**config.mk**
```make
export PLATFORM = sky130hd
export DESIGN_NAME = ascii_two_operand_calculator_top
export DESIGN_NICKNAME = d
export VERILOG_FILES = /design/src/ascalc_pkg.sv /design/src/ascalc_front.sv /design/src/ascalc_queue.sv /design/src/ascalc_back.sv /design/src/ascii_two_operand_calculator_top.sv
export SDC_FILE = /design/constraint.sdc
export NUM_CORES = 1
export LEC_CHECK = 0
export BUFFER_PORTS_ARGS = -buffer_cell sky130_fd_sc_hd__buf_2
export CORE_MARGIN = 1.5
export CORE_UTILIZATION = 55
export CTS_BUF_LIST = sky130_fd_sc_hd__clkbuf_2 sky130_fd_sc_hd__clkbuf_4 sky130_fd_sc_hd__clkbuf_8
export DETAILED_ROUTE_END_ITERATION = 7
export PLACE_DENSITY_LB_ADDON = 0.2
export SYNTH_ARGS = -nofsm -noshare
export SYNTH_HDL_FRONTEND = slang
export SYNTH_SLANG_ARGS = --single-unit
```
**constraint.sdc**
```tcl
create_clock -name clk -period 4.85 [get_ports clk]
set_input_delay 0.97 -clock clk [delete_from_list [all_inputs] [get_ports clk]]
set_output_delay 0.97 -clock clk [all_outputs]
set_load 0.1 [all_outputs]
```
**src/ascalc_pkg.sv**
```systemverilog
// Shared types and constants for the ASCII two-operand calculator.
package ascalc_pkg;

  // Width of the result port
  localparam int unsigned OUT_W = 32;

  // Result status codes
  localparam logic [1:0] ST_OK      = 2'd0;
  localparam logic [1:0] ST_FORMAT  = 2'd1;
  localparam logic [1:0] ST_DIVZERO = 2'd2;
  localparam logic [1:0] ST_UNKNOWN = 2'd3;

  // Characters the parser looks for
  localparam logic [7:0] CH_PLUS  = 8'h2B;
  localparam logic [7:0] CH_MINUS = 8'h2D;
  localparam logic [7:0] CH_STAR  = 8'h2A;
  localparam logic [7:0] CH_SLASH = 8'h2F;
  localparam logic [7:0] CH_ZERO  = 8'h30;
  localparam logic [7:0] CH_NINE  = 8'h39;
  localparam logic [7:0] CH_SPACE = 8'h20;
  localparam logic [7:0] CH_TAB   = 8'h09;
  localparam logic [7:0] CH_CR    = 8'h0D;
  localparam logic [7:0] CH_NUL   = 8'h00;

  // Operation handed from the parser to the execution unit
  typedef enum logic [2:0] {
    OP_ADD,
    OP_SUB,
    OP_MUL,
    OP_DIV,
    OP_FMT,
    OP_UNK
  } op_t;

  localparam int unsigned OP_W = 3;

endpackage

```
**src/ascalc_front.sv**
```systemverilog
// Byte parser: scans "%d%c%d" and emits one job per expression.
module ascalc_front import ascalc_pkg::*; #(
  parameter int unsigned W = 32
) (
  input  logic         clk,
  input  logic         rst,
  input  logic         take,
  input  logic [7:0]   char_in,
  input  logic         last,
  output logic         job_push,
  output logic [W-1:0] job_a,
  output logic [W-1:0] job_b,
  output logic         job_bneg,
  output op_t          job_op
);

  typedef enum logic [2:0] {
    PH_N1_WS,
    PH_N1_NUM,
    PH_N2_WS,
    PH_N2_NUM,
    PH_DONE,
    PH_FAIL
  } phase_t;

  phase_t       phase, phase_next;
  logic [W-1:0] first, first_next;
  logic [W-1:0] run, run_next;
  logic         neg, neg_next;
  logic         seen, seen_next;
  logic [7:0]   opb, opb_next;

  logic         is_dig, is_ws, is_sgn;
  logic [W-1:0] acc, fin;

  // Classify the byte and prepare the digit and sign updates
  assign is_dig = (char_in >= CH_ZERO) && (char_in <= CH_NINE);
  assign is_ws  = (char_in == CH_SPACE) || ((char_in >= CH_TAB) && (char_in <= CH_CR));
  assign is_sgn = (char_in == CH_PLUS) || (char_in == CH_MINUS);
  assign acc    = (run << 3) + (run << 1) + W'(char_in[3:0]);
  assign fin    = neg ? (W'(0) - run) : run;

  // Advance the parse by one byte
  always_comb begin
    phase_next = phase;
    first_next = first;
    run_next   = run;
    neg_next   = neg;
    seen_next  = seen;
    opb_next   = opb;
    unique case (phase)
      PH_N1_WS, PH_N2_WS: begin
        if (is_ws) begin
          phase_next = phase;
        end else if (is_sgn || is_dig) begin
          if (is_sgn) begin
            neg_next = (char_in == CH_MINUS);
          end else begin
            run_next  = acc;
            seen_next = 1'b1;
          end
          phase_next = (phase == PH_N1_WS) ? PH_N1_NUM : PH_N2_NUM;
        end else begin
          phase_next = PH_FAIL;
        end
      end
      PH_N1_NUM: begin
        if (is_dig) begin
          run_next  = acc;
          seen_next = 1'b1;
        end else if (seen && (char_in != CH_NUL)) begin
          first_next = fin;
          opb_next   = char_in;
          run_next   = '0;
          neg_next   = 1'b0;
          seen_next  = 1'b0;
          phase_next = PH_N2_WS;
        end else begin
          phase_next = PH_FAIL;
        end
      end
      PH_N2_NUM: begin
        if (is_dig) begin
          run_next  = acc;
          seen_next = 1'b1;
        end else if (seen) begin
          run_next   = fin;
          neg_next   = 1'b0;
          phase_next = PH_DONE;
        end else begin
          phase_next = PH_FAIL;
        end
      end
      PH_DONE: phase_next = PH_DONE;
      default: phase_next = PH_FAIL;
    endcase
  end

  // Build the job from the state after this byte
  always_comb begin
    job_a    = first_next;
    job_b    = run_next;
    job_bneg = neg_next;
    if (((phase_next == PH_N2_NUM) && seen_next) || (phase_next == PH_DONE)) begin
      unique case (opb_next)
        CH_PLUS:  job_op = OP_ADD;
        CH_MINUS: job_op = OP_SUB;
        CH_STAR:  job_op = OP_MUL;
        CH_SLASH: job_op = OP_DIV;
        default:  job_op = OP_UNK;
      endcase
    end else begin
      job_op = OP_FMT;
    end
  end

  assign job_push = take && last;

  // Hold parse state; drop it after the final byte
  always_ff @(posedge clk) begin
    if (rst) begin
      phase <= PH_N1_WS;
      first <= '0;
      run   <= '0;
      neg   <= 1'b0;
      seen  <= 1'b0;
      opb   <= '0;
    end else if (take) begin
      if (last) begin
        phase <= PH_N1_WS;
        first <= '0;
        run   <= '0;
        neg   <= 1'b0;
        seen  <= 1'b0;
        opb   <= '0;
      end else begin
        phase <= phase_next;
        first <= first_next;
        run   <= run_next;
        neg   <= neg_next;
        seen  <= seen_next;
        opb   <= opb_next;
      end
    end
  end

endmodule

```
**src/ascalc_queue.sv**
```systemverilog
// Small register FIFO that carries parsed jobs to the execution unit.
module ascalc_queue #(
  parameter int unsigned WIDTH = 8,
  parameter int unsigned DEPTH = 2
) (
  input  logic             clk,
  input  logic             rst,
  input  logic             push,
  input  logic [WIDTH-1:0] wr_data,
  input  logic             pop,
  output logic [WIDTH-1:0] rd_data,
  output logic             full,
  output logic             nonempty
);

  localparam int unsigned PTR_W = (DEPTH > 1) ? $clog2(DEPTH) : 1;
  localparam int unsigned CNT_W = $clog2(DEPTH + 1);

  logic [WIDTH-1:0] slots [DEPTH];
  logic [PTR_W-1:0] wr_ptr, rd_ptr;
  logic [CNT_W-1:0] count;
  logic             do_push, do_pop;

  assign full     = (count == CNT_W'(DEPTH));
  assign nonempty = (count != '0);
  assign do_push  = push && !full;
  assign do_pop   = pop && nonempty;
  assign rd_data  = slots[rd_ptr];

  // Store an incoming item
  always_ff @(posedge clk) begin
    if (do_push) begin
      slots[wr_ptr] <= wr_data;
    end
  end

  // Advance pointers and occupancy
  always_ff @(posedge clk) begin
    if (rst) begin
      wr_ptr <= '0;
      rd_ptr <= '0;
      count  <= '0;
    end else begin
      if (do_push) begin
        wr_ptr <= (wr_ptr == PTR_W'(DEPTH - 1)) ? '0 : wr_ptr + 1'b1;
      end
      if (do_pop) begin
        rd_ptr <= (rd_ptr == PTR_W'(DEPTH - 1)) ? '0 : rd_ptr + 1'b1;
      end
      if (do_push && !do_pop) begin
        count <= count + 1'b1;
      end else if (do_pop && !do_push) begin
        count <= count - 1'b1;
      end
    end
  end

endmodule

```
**src/ascalc_back.sv**
```systemverilog
// Execution unit: add, subtract, shift-add multiply and restoring divide.
module ascalc_back import ascalc_pkg::*; #(
  parameter int unsigned W = 32
) (
  input  logic             clk,
  input  logic             rst,
  input  logic             job_valid,
  input  logic [W-1:0]     job_a,
  input  logic [W-1:0]     job_b,
  input  logic             job_bneg,
  input  op_t              job_op,
  output logic             job_pop,
  output logic             out_valid,
  input  logic             out_stall,
  output logic [OUT_W-1:0] value,
  output logic [1:0]       status
);

  localparam int unsigned CNT_W = $clog2(W + 1);

  typedef enum logic [2:0] {
    S_IDLE,
    S_PREP,
    S_EXEC,
    S_MUL,
    S_DIV,
    S_FIX,
    S_DONE
  } state_t;

  state_t       state;
  op_t          op;
  logic [W-1:0] a, b, res, rem;
  logic         bneg, qneg;
  logic [1:0]   stat;
  logic [CNT_W-1:0] cnt;

  logic [W:0]     rem_sh, diff;
  logic           ge;
  logic [W-1:0]   abs_a, abs_b;
  logic [OUT_W-1:0] res_ext;
  logic           load_out;

  assign job_pop  = (state == S_IDLE) && job_valid;
  assign load_out = (state == S_DONE) && (!out_valid || !out_stall);

  // Divider step and operand magnitudes
  assign rem_sh = {rem, res[W-1]};
  assign ge     = rem_sh >= {1'b0, b};
  assign diff   = rem_sh - {1'b0, b};
  assign abs_a  = a[W-1] ? (W'(0) - a) : a;
  assign abs_b  = b[W-1] ? (W'(0) - b) : b;

  // Fit the result to the output width: sign-extend a narrower result, truncate a wider one
  generate
    if (W >= OUT_W) begin : g_trunc
      assign res_ext = res[OUT_W-1:0];
    end else begin : g_sext
      assign res_ext = {{(OUT_W - W){res[W-1]}}, res};
    end
  endgenerate

  // Sequence one job at a time; hold the result until it is taken
  always_ff @(posedge clk) begin
    if (rst) begin
      state     <= S_IDLE;
      out_valid <= 1'b0;
      cnt       <= '0;
    end else begin
      if (load_out) begin
        out_valid <= 1'b1;
      end else if (out_valid && !out_stall) begin
        out_valid <= 1'b0;
      end
      unique case (state)
        S_IDLE: begin
          if (job_valid) begin
            a     <= job_a;
            b     <= job_b;
            bneg  <= job_bneg;
            op    <= job_op;
            state <= S_PREP;
          end
        end
        S_PREP: begin
          b     <= bneg ? (W'(0) - b) : b;
          state <= S_EXEC;
        end
        S_EXEC: begin
          unique case (op)
            OP_ADD: begin
              res   <= a + b;
              stat  <= ST_OK;
              state <= S_DONE;
            end
            OP_SUB: begin
              res   <= a - b;
              stat  <= ST_OK;
              state <= S_DONE;
            end
            OP_MUL: begin
              res   <= '0;
              stat  <= ST_OK;
              cnt   <= CNT_W'(W);
              state <= S_MUL;
            end
            OP_DIV: begin
              if (b == '0) begin
                res   <= '0;
                stat  <= ST_DIVZERO;
                state <= S_DONE;
              end else begin
                res   <= abs_a;
                rem   <= '0;
                b     <= abs_b;
                qneg  <= a[W-1] ^ b[W-1];
                stat  <= ST_OK;
                cnt   <= CNT_W'(W);
                state <= S_DIV;
              end
            end
            OP_UNK: begin
              res   <= '0;
              stat  <= ST_UNKNOWN;
              state <= S_DONE;
            end
            default: begin
              res   <= '0;
              stat  <= ST_FORMAT;
              state <= S_DONE;
            end
          endcase
        end
        S_MUL: begin
          if (b[0]) begin
            res <= res + a;
          end
          a   <= a << 1;
          b   <= b >> 1;
          cnt <= cnt - 1'b1;
          if (cnt == CNT_W'(1)) begin
            state <= S_DONE;
          end
        end
        S_DIV: begin
          rem <= ge ? diff[W-1:0] : rem_sh[W-1:0];
          res <= {res[W-2:0], ge};
          cnt <= cnt - 1'b1;
          if (cnt == CNT_W'(1)) begin
            state <= S_FIX;
          end
        end
        S_FIX: begin
          res   <= qneg ? (W'(0) - res) : res;
          state <= S_DONE;
        end
        S_DONE: begin
          if (load_out) begin
            value  <= res_ext;
            status <= stat;
            state  <= S_IDLE;
          end
        end
        default: state <= S_IDLE;
      endcase
    end
  end

endmodule

```
**src/ascii_two_operand_calculator_top.sv**
```systemverilog
// Top level of the ASCII two-operand calculator.
//
// Input channel: one byte of an expression per item (char_in), with last set
// on the final byte. The expression is parsed like "%d%c%d": whitespace, an
// optional sign and decimal digits, one operator byte, then a second number.
// Output channel: one item per expression, value (32-bit signed) and status
// (0 ok, 1 format error, 2 divide by zero, 3 unknown operator; value 0 on error).
// Bytes are taken one per cycle while in_stall is low. The parser hands each
// finished expression to a QUEUE_DEPTH-entry job queue; the execution unit
// drains it one job at a time, through states PREP and EXEC to DONE, where the
// result is registered; * runs the shift-add multiplier and / the restoring
// divider (one bit per cycle) and then a FIX step. in_stall rises only while
// the job queue is full, so throughput is one byte per cycle as long as
// expressions average more bytes than the execution time of one job.
// A stalled result holds in the output register while execution continues
// with the next job. Reset (rst, synchronous) clears the parser, queue and
// execution control; in_stall is low in the cycle after reset.
module ascii_two_operand_calculator_top import ascalc_pkg::*; #(
  parameter int unsigned VALUE_WIDTH = 32,
  parameter int unsigned QUEUE_DEPTH = 2
) (
  input  logic             clk,
  input  logic             rst,
  input  logic             in_valid,
  output logic             in_stall,
  input  logic [7:0]       char_in,
  input  logic             last,
  output logic             out_valid,
  input  logic             out_stall,
  output logic [OUT_W-1:0] value,
  output logic [1:0]       status
);

  localparam int unsigned W     = VALUE_WIDTH;
  localparam int unsigned JOB_W = 2 * W + 1 + OP_W;

  logic             take;
  logic             job_push, job_bneg, q_full, q_nonempty, q_pop;
  logic [W-1:0]     job_a, job_b;
  op_t              job_op;
  logic [JOB_W-1:0] q_wr, q_rd;

  assign in_stall = q_full;
  assign take     = in_valid && !in_stall;

  // Parse bytes into jobs
  ascalc_front #(.W(W)) u_front (
    .clk      (clk),
    .rst      (rst),
    .take     (take),
    .char_in  (char_in),
    .last     (last),
    .job_push (job_push),
    .job_a    (job_a),
    .job_b    (job_b),
    .job_bneg (job_bneg),
    .job_op   (job_op)
  );

  assign q_wr = {job_op, job_bneg, job_b, job_a};

  // Buffer jobs between parser and execution
  ascalc_queue #(.WIDTH(JOB_W), .DEPTH(QUEUE_DEPTH)) u_queue (
    .clk      (clk),
    .rst      (rst),
    .push     (job_push),
    .wr_data  (q_wr),
    .pop      (q_pop),
    .rd_data  (q_rd),
    .full     (q_full),
    .nonempty (q_nonempty)
  );

  // Execute jobs
  ascalc_back #(.W(W)) u_back (
    .clk       (clk),
    .rst       (rst),
    .job_valid (q_nonempty),
    .job_a     (q_rd[W-1:0]),
    .job_b     (q_rd[2*W-1:W]),
    .job_bneg  (q_rd[2*W]),
    .job_op    (op_t'(q_rd[JOB_W-1:2*W+1])),
    .job_pop   (q_pop),
    .out_valid (out_valid),
    .out_stall (out_stall),
    .value     (value),
    .status    (status)
  );

endmodule

```
==> flow_summary.yaml <==
routing:
  wl_per_cell_um: 23.0
  route.detailed.drc: 0
  drtIter0Drc: 2524
  drt-vias-per-instance: 6.41
  antenna_left: 0
  vias: 23900
  drt-total-wl_mm: 85.8
  drtPass1Iterations: 8
worst_setup_path:
  start_kind: "register"
  worstPathArrival_ns: 5.14
  r2r-end: "u_back.res[24]"
  required_ns: 5.25
  path_common_cell: "nor2_1"
  r2r-start: "u_back.b[1]"
  critPathKind: "register to register"
  critPathCaptureType: "register"
  crit_chain: "inv_2, ha_4, or3b_4, or4_4, nor2_4, nand2_1, nor2_1, nor2_1, xnor2_2, ha_2, and3_1, buf_4, o211a_1, or3_4, a21o_1, a221o_1, xor2_1, a211o_1"
  cp_top_family: "simple AND/OR/NAND/NOR gates"
  reg2reg_depth: 18
  cp_max_fo: 6
  critPathMaxStageDelay_ns: 0.60
  crit_buf_inv: 2
  reg2reg_slack_ns: 0.11
  crit_slowest_cell: "or4_4"
layout:
  final_cell_mix: "nand2_1 (308), edfxtp_1 (305), nor2_1 (255)"
  fin_util: 0.619
  num-nets-final: 3186
  fillerInstances: 4156
  multiInputGateArea_mm2: 0.0154
  drive_gt1_frac: 0.125
  area_delta_synth_final_pct: 11.5
  regArea_mm2: 0.0110
  final_area_mm2: 0.0302
  final_common_cell: "nand2_1"
die:
  design.core.area_mm2: 0.0487
  row_count: 81
  die_w_um: 225
  pin_count: 49
  die-height_um: 225
  initial_utilization: 0.555
  die_area_mm2: 0.0506
clock_network:
  numClockSinks: 397
  clock_path_buffers: 3
  insertion_delay_ns: 0.66
  cts-root-buf: "clkbuf_8"
  cts_made_buffers: 71
  tritoncts: "yes"
  h-tree-depth: 3
  clk_transition_reported_paths_ns: 0.06
logic_synthesis:
  ys_seq_area_frac: 0.406
  yosysWarnings: 0
  synth-seq-cells: 397
  synth-main-ff-cell: "edfxtp_1"
  postSynthAreaPerCell_um2: 9.26
  synth_edf_count: 305
  syn-num-nets: 3102
  synth.distinct_cells: 87
  netlist_area_mm2: 0.0271
  synthCells: 2924
  synthArstFlopShare: 0
flow_run:
  maxCapViolations: 0
placed_design:
  dpl_cell_area_mm2: 0.0284
  place.detailed.hpwl_mm: 63.7
  dp_slack_ns: -0.0571
  gp_congestion: 1.01
  portBuffers: 48
worst_hold_path:
  holdCritStartpoint: "u_back.stat[1]"
  hold_path_depth: 0
  hp-class: "register to register"
  hold_end: "u_back.status[1]"
timing:
  period_share: 0.977
  slew_headroom: 0.147
  finalSetupViolations: 0
  clock.fmax_mhz: 211
  slew_violations: 0
  hold_viol: 0
  hold_slack_ns: 0.430
  fin_skew_ns: 0.0333
  worst_pin_slew_ns: 1.26
  min_period_ns: 4.74
  rsz0062_at_grt: "true"
  fin_ws_ns: 0.110
grt:
  grt_max_degree: 72
  grtUsageTotal: 0.336
  grt_pass1_wl_mm: 131
  grt_pass1_vias: 22600
  antenna_found_initial: 1
  overflow: 0
status:
  status: "finished clean"
power_and_ir_drop:
  power_density_mw_per_mm2: 539
  ir_drop_v: 0.000298
  p_leak_nw: 11.6
==> worst register-to-register path, stage by stage (launching register included) <==
cell and delay, ns:
edfxtp_1 0.41, inv_2 0.10, ha_4 0.12, or3b_4 0.37, or4_4 0.60, nor2_4 0.16, nand2_1 0.08, nor2_1 0.18
nor2_1 0.09, xnor2_2 0.17, ha_2 0.34, and3_1 0.22, buf_4 0.14, o211a_1 0.13, or3_4 0.37, a21o_1 0.22
a221o_1 0.32, xor2_1 0.15, a211o_1 0.30
==> worst max-delay path by stage <==
stage | cells after the start | endpoint | startpoint | slack (ns)
6_report | 18 | u_back.res[24] | u_back.b[1] | 0.11
5_1_grt | 19 | u_back.res[30] | u_back.b[0] | -0.06
2_1_floorplan | 20 | u_back.res[27] | u_back.b[1] | 0.06
3_5_place_dp | 20 | u_back.res[30] | u_back.b[1] | -0.06
4_1_cts | 17 | u_back.res[24] | u_back.b[1] | 0.02
3_3_place_gp | 15 | u_queue.slots[1][61] | char_in[3] | -0.04
==> through the flow <==
stage,TNS [ns],total power [mW],std cells
6_report,0,16.3,3728
4_1_cts,0,16.0,3718
3_3_place_gp,-0.0825,12.5,3589
3_5_place_dp,-0.220,12.7,3589
2_1_floorplan,0,10.4,2924
5_1_grt,-0.135,17.2,3727
==> logic make-up after synthesis <==
| family | count (synthesis) | share of synthesized area |
|---|---|---|
| AND/OR/NAND/NOR | 908 | 0.157 |
| AO/OA/AOI/OAI | 890 | 0.217 |
| flip-flops | 397 | 0.406 |
| buffers and inverters | 248 | 0.0351 |
| XOR/XNOR | 228 | 0.0738 |
| adder cells (fa/ha/maj) | 165 | 0.0776 |
| multiplexers | 88 | 0.0330 |
==> repair_timing <==
action                                  in CTS  in global routing
setup buffers                                1                  9
endpoints found under the hold margin        0                  0
pin swaps                                    2                 28
hold buffers                                 0                  0
endpoints found under the setup margin       5                 10
resized for setup                            4                 44
==> registers in the layout, summed over array words and instances, names as in the netlist, 2 cells and up, named ones only <==
name / flops
u_front.run: 32
u_back.value: 32
u_back.cnt: 6
u_front.first: 32
u_back.stat: 2
u_back.a: 32
u_back.res: 32
u_back.status: 2
u_queue.count: 2
u_back.state: 3
u_back.rem: 32
u_back.op: 3
u_front.opb: 8
u_front.phase: 3
u_queue.slots: 136
u_back.b: 32
==> synthesized netlist by cell type (9+ instances only) <==
master	instances	area (um2)
a221oi_1	21	184
o221ai_1	43	377
nor2_1	259	972
and3_1	25	156
o211ai_1	29	218
nor2b_1	15	93.8
o31ai_1	31	233
o22ai_1	19	119
dfxtp_1	92	1840
or2_2	22	138
a32o_1	10	100
and4_1	9	78.8
o21ai_0	201	1010
o21a_1	17	128
a31oi_1	23	144
nor3_1	71	355
inv_1	100	375
nand2_1	311	1170
mux2i_1	79	791
nand4_1	22	138
mux2_2	9	101
or3_1	32	200
xnor2_1	148	1300
xor2_1	80	701
a21oi_1	206	1030
a221o_1	9	90.1
or4_1	14	105
a21o_1	65	488
a211oi_1	28	210
clkbuf_1	130	488
nor4_1	17	106
edfxtp_1	305	9160
o21bai_1	23	173
nand2b_1	20	125
ha_1	160	2000
nand3_1	46	230
nand3b_1	11	82.6
a22oi_1	68	510
==> power breakdown <==
part / switching [mW] / internal (mW) / leakage [nW]
combinational: 4.74 / 3.13 / 7.25
clock: 1.47 / 1.83 / 0.781
sequential: 0.727 / 4.38 / 3.56
==> final cells by class <==
| cell class | count | share of cell area |
|---|---|---|
| Multi-Input combinational cell | 2279 | 0.510 |
| Timing Repair Buffer | 156 | 0.0363 |
| Clock inverter | 29 | 0.00862 |
| Antenna cell | 1 | 0.0000829 |
| Tap cell | 664 | 0.0275 |
| Clock buffer | 99 | 0.0399 |
| Inverter | 103 | 0.0128 |
| Sequential cell | 397 | 0.364 |
==> metal layers <==
metal  vias up  track usage  share of wire
met5         -            0              0
met3       200       0.0555          0.080
met2      1163        0.535           0.46
li1      11200            -              -
met1     11400        0.440           0.41
met4         0        0.175          0.050
(Power assumes the default switching activity.)
